===== src/design/kshb_pkg.sv =====
package kshb_pkg;

  // Sample and level width
  localparam int unsigned LEVEL_W = 12;

  // Hysteresis margin register
  localparam int unsigned MARGIN_W = 8;
  localparam logic [MARGIN_W-1:0] MARGIN_RESET = 8'd16;

  // Bin widths; rate and bit error bins span 128 codes, duration bins 64
  localparam int unsigned RATE_BIN_W = 4;
  localparam int unsigned DUR_BIN_W  = 5;

  // Result action codes
  typedef enum logic [1:0] {
    ACT_IDLE    = 2'd0,
    ACT_RESTART = 2'd1,
    ACT_NEXT    = 2'd2,
    ACT_DONE    = 2'd3
  } action_t;

endpackage


===== src/design/knob_scan_hysteresis_binner.sv =====
// Knob scan hysteresis binner. Each poll item steps a five-phase scan: setup, drop duration,
// drop rate, bit error and current sense. Setup clamps the three knob levels to 0..2047, bins
// them (duration 32 bins, rate and bit error 16 bins each), pulses change flags and asks for a
// scan restart, whatever the poll carries. The knob phases replace their level only when the
// sample differs by more than cfg_data's margin; current sense stores the sample raw and ends
// the round. Polls without sample_ready outside setup change nothing and report idle. Every
// item gives exactly one result. Rate: one item per cycle; a result is registered the cycle after
// its item is accepted and sits in the output register, the only throttle on the input while
// out_ready is low. The user writes the margin via cfg_valid/cfg_data while idle; not enforced.
module knob_scan_hysteresis_binner
  import kshb_pkg::*;
(
  input  logic                         clk,
  input  logic                         rst_n,
  input  logic                         cfg_valid,
  output logic                         cfg_ready,
  input  logic [MARGIN_W-1:0]          cfg_data,
  input  logic                         in_valid,
  output logic                         in_ready,
  input  logic                         in_sample_ready,
  input  logic signed [LEVEL_W-1:0]    in_sample_value,
  output logic                         out_valid,
  input  logic                         out_ready,
  output logic [1:0]                   out_action,
  output logic [RATE_BIN_W-1:0]        out_bit_error_bin,
  output logic [RATE_BIN_W-1:0]        out_dropout_rate_bin_out,
  output logic [DUR_BIN_W-1:0]         out_dropout_length_bin,
  output logic                         out_bit_error_changed,
  output logic                         out_dropout_changed,
  output logic signed [LEVEL_W-1:0]    out_current_reading
);

  typedef enum logic [2:0] {
    PH_SETUP = 3'd0,
    PH_DUR   = 3'd1,
    PH_RATE  = 3'd2,
    PH_ERR   = 3'd3,
    PH_CURR  = 3'd4
  } phase_t;

  phase_t                     phase_r, phase_nxt;
  logic [MARGIN_W-1:0]        margin_r;
  logic signed [LEVEL_W-1:0]  dur_level_r, dur_level_nxt;
  logic signed [LEVEL_W-1:0]  rate_level_r, rate_level_nxt;
  logic signed [LEVEL_W-1:0]  err_level_r, err_level_nxt;
  logic signed [LEVEL_W-1:0]  curr_level_r, curr_level_nxt;
  logic [RATE_BIN_W-1:0]      err_bin_r, err_bin_nxt;
  logic [RATE_BIN_W-1:0]      rate_bin_r, rate_bin_nxt;
  logic [DUR_BIN_W-1:0]       dur_bin_r, dur_bin_nxt;
  action_t                    action_nxt;
  logic                       err_chg_nxt, drop_chg_nxt;

  logic                       out_valid_r;
  action_t                    action_r;
  logic                       err_chg_r, drop_chg_r;
  logic                       in_fire;

  // Keep the old level unless the sample moves past the margin
  function automatic logic signed [LEVEL_W-1:0] hold_or_take(
    input logic signed [LEVEL_W-1:0] prev,
    input logic signed [LEVEL_W-1:0] smp,
    input logic [MARGIN_W-1:0]       margin
  );
    logic signed [LEVEL_W:0] diff;
    logic [LEVEL_W:0]        mag;
    diff = {prev[LEVEL_W-1], prev} - {smp[LEVEL_W-1], smp};
    mag  = diff[LEVEL_W] ? (LEVEL_W+1)'(-diff) : (LEVEL_W+1)'(diff);
    if (mag > (LEVEL_W+1)'(margin)) begin
      return smp;
    end
    return prev;
  endfunction

  // Clamp at zero and take the top bits of the 11-bit magnitude as the bin
  function automatic logic [RATE_BIN_W-1:0] rate_bin(input logic signed [LEVEL_W-1:0] lvl);
    return lvl[LEVEL_W-1] ? '0 : lvl[LEVEL_W-2 -: RATE_BIN_W];
  endfunction

  function automatic logic [DUR_BIN_W-1:0] dur_bin(input logic signed [LEVEL_W-1:0] lvl);
    return lvl[LEVEL_W-1] ? '0 : lvl[LEVEL_W-2 -: DUR_BIN_W];
  endfunction

  assign cfg_ready = 1'b1;
  assign in_ready  = !out_valid_r || out_ready;
  assign in_fire   = in_valid && in_ready;

  // Advance the scan for one item
  always_comb begin
    phase_nxt      = phase_r;
    dur_level_nxt  = dur_level_r;
    rate_level_nxt = rate_level_r;
    err_level_nxt  = err_level_r;
    curr_level_nxt = curr_level_r;
    err_bin_nxt    = err_bin_r;
    rate_bin_nxt   = rate_bin_r;
    dur_bin_nxt    = dur_bin_r;
    action_nxt     = ACT_IDLE;
    err_chg_nxt    = 1'b0;
    drop_chg_nxt   = 1'b0;
    unique case (phase_r)
      PH_DUR: begin
        if (in_sample_ready) begin
          dur_level_nxt = hold_or_take(dur_level_r, in_sample_value, margin_r);
          phase_nxt     = PH_RATE;
          action_nxt    = ACT_NEXT;
        end
      end
      PH_RATE: begin
        if (in_sample_ready) begin
          rate_level_nxt = hold_or_take(rate_level_r, in_sample_value, margin_r);
          phase_nxt      = PH_ERR;
          action_nxt     = ACT_NEXT;
        end
      end
      PH_ERR: begin
        if (in_sample_ready) begin
          err_level_nxt = hold_or_take(err_level_r, in_sample_value, margin_r);
          phase_nxt     = PH_CURR;
          action_nxt    = ACT_NEXT;
        end
      end
      PH_CURR: begin
        if (in_sample_ready) begin
          curr_level_nxt = in_sample_value;
          phase_nxt      = PH_SETUP;
          action_nxt     = ACT_DONE;
        end
      end
      default: begin
        // Setup: publish bins and restart the scan
        err_bin_nxt  = rate_bin(err_level_r);
        rate_bin_nxt = rate_bin(rate_level_r);
        dur_bin_nxt  = dur_bin(dur_level_r);
        err_chg_nxt  = err_bin_nxt != err_bin_r;
        drop_chg_nxt = (rate_bin_nxt != rate_bin_r) || (dur_bin_nxt != dur_bin_r);
        phase_nxt    = PH_DUR;
        action_nxt   = ACT_RESTART;
      end
    endcase
  end

  // Hold scan state, margin and the result register
  always_ff @(posedge clk) begin
    if (!rst_n) begin
      phase_r      <= PH_SETUP;
      margin_r     <= MARGIN_RESET;
      dur_level_r  <= '0;
      rate_level_r <= '0;
      err_level_r  <= '0;
      curr_level_r <= '0;
      err_bin_r    <= '0;
      rate_bin_r   <= '0;
      dur_bin_r    <= '0;
      out_valid_r  <= 1'b0;
      action_r     <= ACT_IDLE;
      err_chg_r    <= 1'b0;
      drop_chg_r   <= 1'b0;
    end else begin
      if (cfg_valid) begin
        margin_r <= cfg_data;
      end
      if (in_fire) begin
        phase_r      <= phase_nxt;
        dur_level_r  <= dur_level_nxt;
        rate_level_r <= rate_level_nxt;
        err_level_r  <= err_level_nxt;
        curr_level_r <= curr_level_nxt;
        err_bin_r    <= err_bin_nxt;
        rate_bin_r   <= rate_bin_nxt;
        dur_bin_r    <= dur_bin_nxt;
        action_r     <= action_nxt;
        err_chg_r    <= err_chg_nxt;
        drop_chg_r   <= drop_chg_nxt;
        out_valid_r  <= 1'b1;
      end else if (out_ready) begin
        out_valid_r <= 1'b0;
      end
    end
  end

  assign out_valid                = out_valid_r;
  assign out_action               = action_r;
  assign out_bit_error_bin        = err_bin_r;
  assign out_dropout_rate_bin_out = rate_bin_r;
  assign out_dropout_length_bin   = dur_bin_r;
  assign out_bit_error_changed    = err_chg_r;
  assign out_dropout_changed      = drop_chg_r;
  assign out_current_reading      = curr_level_r;

  // Change pulses only come with a setup publish
  assert property (@(posedge clk) disable iff (!rst_n)
    out_valid && (out_bit_error_changed || out_dropout_changed) |-> out_action == ACT_RESTART)
    else $error("change pulse without restart");

  // A setup item always publishes and moves to the duration phase
  assert property (@(posedge clk) disable iff (!rst_n)
    in_fire && phase_r == PH_SETUP |=> out_action == ACT_RESTART && phase_r == PH_DUR)
    else $error("setup item did not restart scan");

  // A poll without a sample outside setup leaves the phase alone and reports idle
  assert property (@(posedge clk) disable iff (!rst_n)
    in_fire && phase_r != PH_SETUP && !in_sample_ready
      |=> out_action == ACT_IDLE && phase_r == $past(phase_r))
    else $error("empty poll changed state");

  // Every accepted item shows up as a result next cycle
  assert property (@(posedge clk) disable iff (!rst_n)
    in_fire |=> out_valid)
    else $error("accepted item produced no result");

endmodule

===== config.mk =====
export PLATFORM = sky130hd
export DESIGN_NAME = knob_scan_hysteresis_binner
export DESIGN_NICKNAME = d
export VERILOG_FILES = /design/src/design/kshb_pkg.sv /design/src/design/knob_scan_hysteresis_binner.sv
export SDC_FILE = /design/constraint.sdc
export NUM_CORES = 1
export LEC_CHECK = 0
export ABC_AREA = 1
export BUFFER_PORTS_ARGS = -buffer_cell sky130_fd_sc_hd__buf_2
export CAP_MARGIN = 5
export CELL_PAD_IN_SITES_DETAIL_PLACEMENT = 1
export CELL_PAD_IN_SITES_GLOBAL_PLACEMENT = 2
export CORE_ASPECT_RATIO = 0.7
export CORE_UTILIZATION = 31
export CTS_BUF_LIST = sky130_fd_sc_hd__clkbuf_8
export DETAILED_ROUTE_END_ITERATION = 6
export PLACE_DENSITY_LB_ADDON = 0.12
export SLEW_MARGIN = 20
export SYNTH_ARGS = -nofsm -noshare
export SYNTH_HDL_FRONTEND = slang
export SYNTH_SLANG_ARGS = --single-unit

===== constraint.sdc =====
create_clock -name clk -period 3.45 [get_ports clk]
set_input_delay 0.345 -clock clk [delete_from_list [all_inputs] [get_ports clk]]
set_output_delay 0.345 -clock clk [all_outputs]
set_load 0.02 [all_outputs]

== Word level (Yosys, flattened, before mapping) ==
Index checks and enable logic that the tools add are counted.
Storage, ports and cells
  bits in registers: 77
  bits in latches: 0
  bits in writable memories: 0
  ROM bits: 0
  output and inout bits: 32
  logic and storage cells: 77
  memories kept: 0
Cells by class
  $add $sub $neg: 6
  $mul: 0
  divide/modulo/power cells: 0
  $lt $le $gt $ge: 3
  equality and inequality tests: 11
  shifts and indexed selects: 0
  muxes and demuxes: 30
  bitwise gates (word level): 1
  reduce and logical (&&, ||, !) cells: 13
Operators with widths (number)
  $gt A13 B8 Y1: 3
  $mux W13: 3
  $neg A13 Y13: 3
  $sub A12 B12 Y13: 3
  $mux W12: 3
  $mux W1: 13
  $mux W3: 4
  $pmux W3 S4: 1
  $reduce_and A4 Y1: 3
  $mux W4: 2
  $ne A2 B2 Y1 const B: 4
  $ne A4 B4 Y1: 2
  $eq A3 B2 Y1 const B: 2
  $mux W5: 1
  $ne A5 B5 Y1: 1
  $reduce_and A5 Y1: 1
  $mux W2: 2
  $pmux W2 S2: 1
  $reduce_or A4 Y1: 1
  $eq A3 B1 Y1 const B: 1
  $eq A3 B3 Y1 const B: 1
  $reduce_and A3 Y1: 1
  $reduce_or A3 Y1: 1
  $logic_or A1 B1 Y1: 2
  5 further kinds: 5

== Logic depth before layout (Yosys ltp) ==
Gate-level depths: netlist (run 1).
  word-level depth: 8
  mapped depth: 34
  gate-level depth less buffers: 32

== Least setup slack after synthesis (run 1) ==
No wires, ideal clock.
  path kind: input-to-reg
  start point: in in_sample_value[0]
  end point: reg rate_level_r[10]
  library setup time: 115 ps
  arrival: 3639 ps
  required time: 3335 ps
  path slack: -305 ps
  cell stages on the path: 28
  path buffers: 2
  cell sequence: ha_1 fa_1 inv_1 nand3_1 nand2_1 nand2_1 nand2_1 nand2_1 nand2_1 nand2_1 nand2_1 buf_4 inv_1 nor2_1 xor2_1 inv_1 ha_1 nand2_1 or4_1 nand2_1 nand2_1 nor2_1 nand2_1 nor2_1 nand2_2 buf_4 a21oi_1 nor2_1
On the way
  cells in the longest elaborated chain, start to end: 8
RTL lines
  start: declaration: RTL line knob_scan_hysteresis_binner.sv:21  | input logic signed [LEVEL_W-1:0] in_sample_value,
  $sub A12 B12 Y13 *: RTL line knob_scan_hysteresis_binner.sv:66  | diff = {prev[LEVEL_W-1], prev} - {smp[LEVEL_W-1], smp};
  $neg A13 Y13: RTL line knob_scan_hysteresis_binner.sv:67  | mag = diff[LEVEL_W] ? (LEVEL_W+1)'(-diff) : (LEVEL_W+1)'(diff);
  $mux W13 *: RTL line knob_scan_hysteresis_binner.sv:67
  $gt A13 B8 Y1 *: RTL line knob_scan_hysteresis_binner.sv:68  | if (mag > (LEVEL_W+1)'(margin)) begin
  $mux W1 *: RTL line knob_scan_hysteresis_binner.sv:68
  $mux W1 *: RTL line knob_scan_hysteresis_binner.sv:109  | if (in_sample_ready) begin
  $mux W1 *: RTL line knob_scan_hysteresis_binner.sv:100  | unique case (phase_r)
  $reduce_and A4 Y1 (no source line) *
  end signal: assignment: RTL line knob_scan_hysteresis_binner.sv:165  | rate_level_r <= rate_level_nxt;
  end: declaration: RTL line knob_scan_hysteresis_binner.sv:44  | logic signed [LEVEL_W-1:0] rate_level_r, rate_level_nxt;
Every way passes the cells marked *; elsewhere a longest branch is shown, timed or not. The select of a mux whose other input is x is not followed.
A chain may end at the register's enable or synchronous reset.

== Worst setup path after layout (run 1) ==
  start point: reg rate_level_r[0]
  end point: reg rate_level_r[11]
On the way
  cells in the longest elaborated chain, start to end: 8
RTL lines (RTL line)
  $sub A12 B12 Y13 *: knob_scan_hysteresis_binner.sv:66
  $neg A13 Y13: knob_scan_hysteresis_binner.sv:67
  $mux W13 *: knob_scan_hysteresis_binner.sv:67
  $gt A13 B8 Y1 *: knob_scan_hysteresis_binner.sv:68
  $mux W1 *: knob_scan_hysteresis_binner.sv:68
  $mux W1 *: knob_scan_hysteresis_binner.sv:109
  $mux W1 *: knob_scan_hysteresis_binner.sv:100
  $reduce_and A4 Y1 (no source line) *
Marks and branches as above.

==> results.yml, run 1 <==
outcome:
  status: "finished, violations left"
  violations: "negative setup slack"
placed_design:
  gp_congestion: 0.849
  port_buffers: 56
  placed_area_um2: 8800
  dp_hpwl_um: 19500
  dp.cells: 1558
power_and_ir_drop:
  vdd_ir_drop_max_mv: 0.223
  leakage_uw: 0.00507
  powerDensity_nw_per_um2: 351
min_path:
  hold_path.class: "input pin to flip-flop"
sta:
  worst_slew_pin_slew_ns: 0.732
  rsz0062_at_grt: "true"
  skew_ns: 0.0166
  drv_slew: 0
  setup_tns_ns: -12.01
  setup_ws_ns: -0.445
  max_freq_ghz: 0.257
  fin_crit_ns: 3.89
  setup_viol_count_final: 36
  max-slew-margin-rel_pct: 51.2
  timing.final.crit_share_pct: 113
  hold_viol: 0
cts:
  cts_max_path_buffers: 2
  cts_hold_buf: 0
  clkSlewWorstSetupHoldPaths_ns: 0.09
  numCtsBuffers: 9
  cts_num_sinks: 77
  root_buffer: "clkbuf_8"
  htreeDepth: 3
  clk-insertion-delay-late_ns: 0.37
  cts_tree: "built"
detailed_routing:
  vias: 7623
  wl_per_cell_um: 15.9
  initialDrtViolationCount: 240
  drtAntennaViolNets: 0
  drtPass1Iterations: 4
  wl_um: 25600
  drc: 0
  drt-vias-per-instance: 4.73
synthesis:
  yosysTopAreaCellShare_pct: 23.2
  synth_seq_cells: 77
  yosys-top-cells-area: "dfxtp_1 (23%), nand2_1 (16%), ha_1 (12%), inv_1 (8.1%), a21oi_1 (7.1%)"
  netlist_area_um2: 6650
  yosys_warnings: 0
  yosys.area_share.simple_pct: 34.1
  synth.area.mux_share_pct: 0
  synth_top_family_by_area: "simple AND/OR/NAND/NOR gates"
  yosysUniqueCellTypes: 40
  synthFlopType: "dfxtp_1"
  synth_adder_area_share_pct: 12.8
  synth_compound_area_share_pct: 14.8
  syn_avg_cell_area_um2: 6.33
  synth_seq_area_share_pct: 23.2
  synth_xor_area_share_pct: 4.08
  synth-edff-count: 0
  syn_inst: 1051
  ys_top_cells_by_count: "nand2_1 (282), inv_1 (144), nor2_1 (98), a21oi_1 (95), dfxtp_1 (77)"
  async_flop_share_pct: 0
  yosysTopAreaCell: "dfxtp_1"
  synth_fp_nets: 1143
  yosysMostFrequentCell: "nand2_1"
critical_path:
  rrSetupSlack_ns: -0.44
  crit_type: "flip-flop to flip-flop"
  cp.required_ns: 3.75
  startpoint_type: "flip-flop"
  cp_max_fo: 7
  path_common_cell: "nand2_2"
  crit_path_top_delay_cell: "or4_4"
  max_stage_delay_ns: 0.53
  cp-end-kind: "flip-flop"
  crit_arrival_ns: 4.20
die:
  die_area_um2: 22100
  start_util_pct: 31.9
  fp.dieW_um: 177
  core_um2: 20900
  io-pin-count: 58
  rows: 44
  die_height_um: 125
global_routing:
  grt_max_degree: 39
  grt_pass1_wl_um: 40300
  grt_overflow: 0
  use_met3_pct: 3.02
  globalRouteTotalUtil_pct: 23.2
  use_met1_pct: 34.5
  grt_antenna_before_repair: 2
  grtUsageMet2_pct: 35.2
  grt_pass1_vias: 7679
  grt.busiest_layer: "met2"
run:
  cap_violations: 0
final_layout:
  stdcell_count: 1611
  syn_to_final_growth_pct: 48.7
  finish.instance_area_um2: 9890
  final_nets: 1420
  layout-drive-gt1-share_pct: 36.3
  utilization_pct: 47.4
==> sequential cells by signal, summed over array words and instances, names as in the netlist <==
register / cells
dur_level_r: 12
err_level_r: 12
margin_r: 8
out_action: 2
out_bit_error_bin: 4
out_bit_error_changed: 1
out_current_reading: 12
out_dropout_changed: 1
out_dropout_length_bin: 5
out_dropout_rate_bin_out: 4
out_valid: 1
phase_r: 3
rate_level_r: 12
==> path summary, 6_finish.rpt <==
check	startpoint	to	cells past startpoint
max	rate_level_r[0]	rate_level_r[11]	29
min	cfg_data[0]	margin_r[0]	3
max reg2reg	rate_level_r[0]	rate_level_r[11]	29
min reg2reg	out_action[1]	out_action[1]	2
==> worst max-delay path: cells and delay by family, from the launching register on <==
kind	cells	cell delay, ns
xor+xnor	1	0.14
fa+ha+maj	3	0.81
buf+inv	5	0.43
simple gates	19	1.95
flops	1	0.36
compound gates	1	0.11
==> routing by layer <==
layer	wire length, um	up-vias
met2	11100	102
met3	1180	24
met1	13000	3543
li1	-	3952
met5	15	-
met4	274	2
==> per-stage QoR <==
stage	hold WS [ns]	total power (uW)	worst slack [ns]
6_report	0.231	3470	-0.445
4_1_cts	0.218	3390	-0.420
5_1_grt	0.216	3720	-0.746
3_3_place_gp	0.453	2400	-0.611
2_1_floorplan	0.449	1870	-0.134
3_5_place_dp	0.456	2440	-0.688
==> where the power goes <==
| group | switching (uW) | leakage (uW) | internal [uW] |
|---|---|---|---|
| Clock | 403 | 0.000110 | 369 |
| Sequential | 48.3 | 0.000629 | 952 |
| Combinational | 928 | 0.00433 | 772 |
==> cell usage in the layout (no fill, tap or decap), drive strengths merged, types with 23 or more instances in the layout <==
cell   netlist  final
nor2       103    103
nand3       85     85
inv        148    152
buf         14    294
a21oi      108    108
nand2      292    292
dfxtp       77     77
xor2        23     23
o21ai       60     60
ha          63     63
==> cells by family (layout without fill, tap and decap cells) <==
group                      after synthesis  after routing
other                                    1              3
buffers and inverters                  178            460
AOI/OAI and AO/OA                      180            180
and+or+nand+nor                        518            518
xor gates and xnor gates                31             31
DFF                                     77             77
adders and majority gates               66             66
==> what timing repair did <==
action | CTS | global route
resized for setup | 73 | 59
buffers inserted | 18 | 14
cloned | 6 | 3
pin swaps | 28 | 69
endpoints found under the setup margin | 36 | 36
==> cell type report <==
class	count	area (um2)
Tap cell	276	345
Sequential cell	77	1550
Timing Repair Buffer	296	2270
Clock buffer	10	138
Fill cell	2700	11000
Inverter	148	561
Antenna cell	2	5.00
Multi-Input combinational cell	796	4950
Clock inverter	6	76.3
Note: power is estimated with default switching activity, not from simulation.
==> run 2, diff against run 1 <==
--- a/config.mk
+++ b/config.mk
@@ -11,8 +11,8 @@
 export CELL_PAD_IN_SITES_DETAIL_PLACEMENT = 1
 export CELL_PAD_IN_SITES_GLOBAL_PLACEMENT = 2
 export CORE_ASPECT_RATIO = 0.7
-export CORE_UTILIZATION = 31
-export CTS_BUF_LIST = sky130_fd_sc_hd__clkbuf_8
+export CORE_UTILIZATION = 30
+export CTS_BUF_LIST = sky130_fd_sc_hd__clkbuf_8 sky130_fd_sc_hd__clkbuf_16
 export DETAILED_ROUTE_END_ITERATION = 6
 export PLACE_DENSITY_LB_ADDON = 0.12
 export SLEW_MARGIN = 20
==> run 2 against run 1 <==
Effect of this change:
- register-to-register slack better by 0.04 ns
- critical path type unchanged
- utilization down 1.2 points
- cell count down 0.31%
- die area up 3.3%
- clock skew down 0.0069 ns
- design area up 1.5%
- the run ends with design-rule violations, negative setup slack left
==> results.yml, run 2 (synthesized netlist as in run 1, its figures left out) <==
final_layout:
  utilization_pct: 46.2
  mostFrequentLayoutCells: "nand2_1 (250), buf_4 (213), inv_1 (133), nor2_1 (81), dfxtp_1 (74)"
  syn_to_final_growth_pct: 51.0
  layout_commonest_cell: "nand2_1"
  final_nets: 1410
  stdcell_count: 1606
  layout-drive-gt1-share_pct: 37.4
cts:
  cts_hold_buf: 0
  numCtsBuffers: 9
  cts_max_path_buffers: 2
  cts_tree: "built"
  cts_num_sinks: 77
  clk-insertion-delay-late_ns: 0.35
  htreeDepth: 3
  clkSlewWorstSetupHoldPaths_ns: 0.06
  root_buffer: "clkbuf_16"
detailed_routing:
  drtPass1Iterations: 6
  vias: 7552
  wl_per_cell_um: 16.0
  maxUsedRoutingLayer: "met5"
  initialDrtViolationCount: 317
  wl_um: 25700
  wl_met2_um: 10600
  drt-vias-per-instance: 4.70
  drtAntennaViolNets: 0
  wl_met3_um: 706
  drc: 2
  wl_met1_um: 14200
sta:
  fin_crit_ns: 3.86
  max_freq_ghz: 0.259
  skew_ns: 0.00967
  drv_slew: 0
  rsz0062_at_grt: "true"
  timing.final.crit_share_pct: 112
  setup_tns_ns: -9.92
  setup_viol_count_final: 36
  hold_viol: 0
  worst_slew_pin_slew_ns: 0.883
  max-slew-margin-rel_pct: 41.1
  setup_ws_ns: -0.409
outcome:
  status: "finished, violations left"
  violations: "design-rule violations, negative setup slack"
global_routing:
  grt_overflow: 0
  grt_max_degree: 43
  grt_pass1_vias: 7407
  globalRouteTotalUtil_pct: 22.6
  grt_antenna_before_repair: 2
  grt_pass1_wl_um: 40200
placed_design:
  dp.cells: 1553
  gp_congestion: 0.789
  dp_hpwl_um: 19400
  port_buffers: 56
min_path:
  holdPathStages: 3
  hold_path.class: "input pin to flip-flop"
power_and_ir_drop:
  p_comb_share_pct: 45.7
  finalPower_uw: 3700
  powerDensity_nw_per_um2: 369
  vdd_ir_drop_max_mv: 0.250
  seq_power_share_pct: 27.2
  p_int_uw: 2300
  leakage_uw: 0.00507
  p_switching_uw: 1390
  switching_share_pct: 37.7
  clkPwrFrac_pct: 27.1
die:
  start_util_pct: 30.6
  die_height_um: 127
  fp.dieW_um: 180
  rows: 45
  io-pin-count: 58
  core_um2: 21700
  die_area_um2: 22800
critical_path:
  crit_arrival_ns: 4.14
  startpoint_type: "flip-flop"
  cp.required_ns: 3.73
  reg2reg_depth: 26
  cp_max_fo: 6
  cp-end-kind: "flip-flop"
  crit_type: "flip-flop to flip-flop"
  rrSetupSlack_ns: -0.41
run:
  cap_violations: 0
[run 2: cell count changes in the layout (fill, tap and decap cells not counted), sizes merged]
cell	previous run	this run
buf	294	284
inv	152	150
diode	2	1
clkinvlp	0	2
[run 2: stage by stage]
| stage | hold WS [ns] | instance area (um2) | setup slack (ns) |
|---|---|---|---|
| after global routing | 0.260 | 10000 | -0.685 |
| final | 0.270 | 10000 | -0.409 |
| after floorplan | 0.449 | 6750 | -0.134 |
| after global placement | 0.453 | 8710 | -0.643 |
| after CTS | 0.264 | 9630 | -0.374 |
| after detailed placement | 0.459 | 8710 | -0.711 |
[run 2: final cells by class]
class | count | area [um2]
repair buffers | 286 | 2230
flip-flops and latches | 77 | 1550
inverters | 148 | 566
diodes | 1 | 2.50
multi-input cells | 796 | 5030
well taps | 282 | 353
fillers | 2820 | 11700
clock buffers | 10 | 239
clock inverters | 6 | 70.1
[run 2: critical path, stage by stage (launching register included)]
cell,delay (ns)
dfxtp_2,0.35
inv_2,0.05
ha_4,0.15
fa_2,0.37
inv_2,0.06
nand3_2,0.08
buf_4,0.16
a21oi_4,0.16
o21ai_0,0.09
nand2_1,0.11
nand2_1,0.08
nand2_1,0.08
xor2_1,0.15
inv_1,0.06
ha_1,0.31
nand2_1,0.06
or4_4,0.53
nand2_2,0.06
nand2_1,0.04
nor2_1,0.09
nand2_1,0.05
nor2_1,0.12
nand2_2,0.13
clkbuf_16,0.20
nand3_2,0.05
nand2_1,0.06
nor2_1,0.13
[run 2: final timing paths]
check / from / endpoint
setup / recovery: rate_level_r[0] / rate_level_r[4]
hold / removal: cfg_data[4] / margin_r[4]
setup reg to reg: rate_level_r[0] / rate_level_r[4]
hold reg to reg: out_action[1] / out_action[1]
[run 2: routing by layer]
metal  track usage [%]  up-vias
met5                 0        -
met4              4.77        2
met3              3.27       19
met2              33.3       97
met1              34.2     3504
li1                  -     3930
[run 2: what timing repair did]
action                     CTS  global route
resized for setup           68            85
cloned                       6             2
setup endpoints to repair   36            36
pin swaps                   37            57
buffers inserted            24             6
[run 2: power groups by stage]
stage	clock network, uW	registers (uW)	logic [uW]
6_report	1000	1010	1690
5_1_grt	1060	1010	1880
4_1_cts	1020	1010	1580
3_5_place_dp	0	1020	1400
3_3_place_gp	0	1020	1370
2_1_floorplan	0	1050	814
==> run 3, diff against run 2 <==
--- a/config.mk
+++ b/config.mk
@@ -15,6 +15,7 @@
 export CTS_BUF_LIST = sky130_fd_sc_hd__clkbuf_8 sky130_fd_sc_hd__clkbuf_16
 export DETAILED_ROUTE_END_ITERATION = 6
 export PLACE_DENSITY_LB_ADDON = 0.12
+export SKIP_LAST_GASP = 1
 export SLEW_MARGIN = 20
 export SYNTH_ARGS = -nofsm -noshare
 export SYNTH_HDL_FRONTEND = slang
==> run 3 against run 2 <==
Effect of this change:
- the flow still finishes with violations (design-rule violations, negative setup slack)
- sequential share of layout area rose by 0.45 points
- first-iteration DRC count rose by 9.5%
- non-clock buffer count fell by 5
- power fell by 2.3%
- clock skew rose by 0.0041 ns
- fmax rose by 0.40%
- design area fell by 2.9%
- utilization fell by 1.3 points
- sequential power barely moved
==> results.yml, run 3 (synthesized netlist as in run 1, its figures left out) <==
sta:
  hold_viol: 0
  rsz0062_at_grt: "true"
  max_freq_ghz: 0.260
  drv_slew: 0
  setup_viol_count_final: 36
  max-slew-margin-rel_pct: 47.7
  setup_ws_ns: -0.394
  worst_slew_pin_slew_ns: 0.784
  fin_crit_ns: 3.84
  skew_ns: 0.0138
  whs_ns: 0.277
  timing.final.crit_share_pct: 111
placed_design:
  dp_slack_ns: -0.711
  dp_hpwl_um: 19400
  dp.cells: 1553
  placed_area_um2: 8710
  port_buffers: 56
  gp_congestion: 0.789
cts:
  clk-insertion-delay-late_ns: 0.34
  htreeDepth: 3
  root_buffer: "clkbuf_16"
  cts_num_sinks: 77
  cts_tree: "built"
  cts_max_path_buffers: 2
  numCtsBuffers: 9
  clkSlewWorstSetupHoldPaths_ns: 0.06
min_path:
  worstHoldStart: "cfg_data[4]"
  holdPathStages: 3
  min_to: "margin_r[4]"
  hold_path.class: "input pin to flip-flop"
detailed_routing:
  wl_per_cell_um: 15.8
  drtPass1Iterations: 6
  vias: 7473
  drt-vias-per-instance: 4.67
  initialDrtViolationCount: 347
  drtAntennaViolNets: 0
  drc: 2
  wl_um: 25300
final_layout:
  mostFrequentLayoutCells: "nand2_1 (259), buf_4 (212), inv_1 (132), nor2_1 (86), dfxtp_1 (74)"
  stdcell_count: 1601
  layout_commonest_cell: "nand2_1"
  finish.instance_area_um2: 9750
  syn_to_final_growth_pct: 46.6
  final_nets: 1405
  layout-drive-gt1-share_pct: 35.0
die:
  io-pin-count: 58
  start_util_pct: 30.6
  die_height_um: 127
  rows: 45
  fp.dieW_um: 180
  die_area_um2: 22800
  core_um2: 21700
critical_path:
  startpoint_type: "flip-flop"
  reg2reg_depth: 28
  crit_path_top_delay_cell: "or4_1"
  crit_arrival_ns: 4.12
  path_common_cell: "nand2_1"
  max_stage_delay_ns: 0.52
  cp.required_ns: 3.72
  r2r-end: "rate_level_r[7]"
  cp-end-kind: "flip-flop"
  timing.rr.start: "rate_level_r[0]"
  cp_max_fo: 24
  rrSetupSlack_ns: -0.39
  crit_type: "flip-flop to flip-flop"
global_routing:
  grt_pass1_vias: 7438
  grt_overflow: 0
  grt_max_degree: 43
  grt_pass1_wl_um: 40300
  grt_antenna_before_repair: 2
  globalRouteTotalUtil_pct: 22.6
power_and_ir_drop:
  p_comb_share_pct: 44.4
  leakage_uw: 0.00498
  p_int_uw: 2260
  switching_share_pct: 37.5
  powerDensity_nw_per_um2: 371
  clkPwrFrac_pct: 27.8
  seq_power_share_pct: 27.8
  p_switching_uw: 1350
  vdd_ir_drop_max_mv: 0.250
outcome:
  status: "finished, violations left"
  violations: "design-rule violations, negative setup slack"
run:
  cap_violations: 0
## run 3: cell types whose count changed in the layout (fill, tap and decap cells not counted), sizes merged
cell / delta
buf: -3
clkbuf: -2
## run 3: worst max-delay path by stage
stage                       startpoint              end  slack, ns  depth (start not counted)
floorplan              rate_level_r[0]  rate_level_r[0]      -0.13                         29
global placement    in_sample_value[0]   err_level_r[0]      -0.64                         31
detailed placement  in_sample_value[0]   err_level_r[9]      -0.71                         31
CTS                    rate_level_r[0]  rate_level_r[4]      -0.39                         29
global route           rate_level_r[0]  rate_level_r[9]      -0.70                         28
finish                 rate_level_r[0]  rate_level_r[7]      -0.39                         28
## run 3: area by class of cell
cell class | count | area, um2
Clock buffer | 10 | 239
Timing Repair Buffer | 281 | 2140
Sequential cell | 77 | 1550
Fill cell | 2849 | 12000
Antenna cell | 1 | 2.50
Multi-Input combinational cell | 796 | 4840
Clock inverter | 6 | 70.1
Tap cell | 282 | 353
Inverter | 148 | 563
## run 3: worst max-delay path, delay by kind of cell, from the launching register on
family	cells	cell delay (ns)
buf+inv	6	0.60
flops	1	0.35
fa+ha+maj	3	0.79
xor+xnor	1	0.14
simple gates	18	1.84
## run 3: repair_timing
action / in CTS / in global routing
endpoints found under the hold margin: 0 / 0
gates cloned: 6 / 0
setup endpoints to repair: 36 / 36
resized for setup: 57 / 52
hold buffers: 0 / 0
pin swaps: 37 / 49
setup buffers: 24 / 4
## run 3: metrics by stage
stage / total power (uW) / setup TNS, ns / util (%)
global placement: 2400 / -18.76 / 40.1
finish: 3610 / -9.55 / 44.9
detailed placement: 2430 / -21.59 / 40.1
global route: 3870 / -19.41 / 44.9
floorplan: 1870 / -1.56 / -
CTS: 3590 / -11.61 / 44.1
## run 3: power groups by stage
stage	registers [uW]	clock network (uW)	logic, uW
floorplan	1050	0	814
global placement	1020	0	1370
detailed placement	1020	0	1400
CTS	1010	1020	1570
global route	1010	1060	1790
finish	1010	1000	1600
## run 3: layer usage
metal | GRT usage (%) | part of all wire (%) | vias to the layer above
li1 | - | - | 3915
met1 | 34.2 | 54 | 3431
met2 | 33.5 | 41 | 109
met3 | 3.19 | 3.7 | 16
met4 | 4.67 | 1.0 | 2
met5 | 0 | 0.051 | -
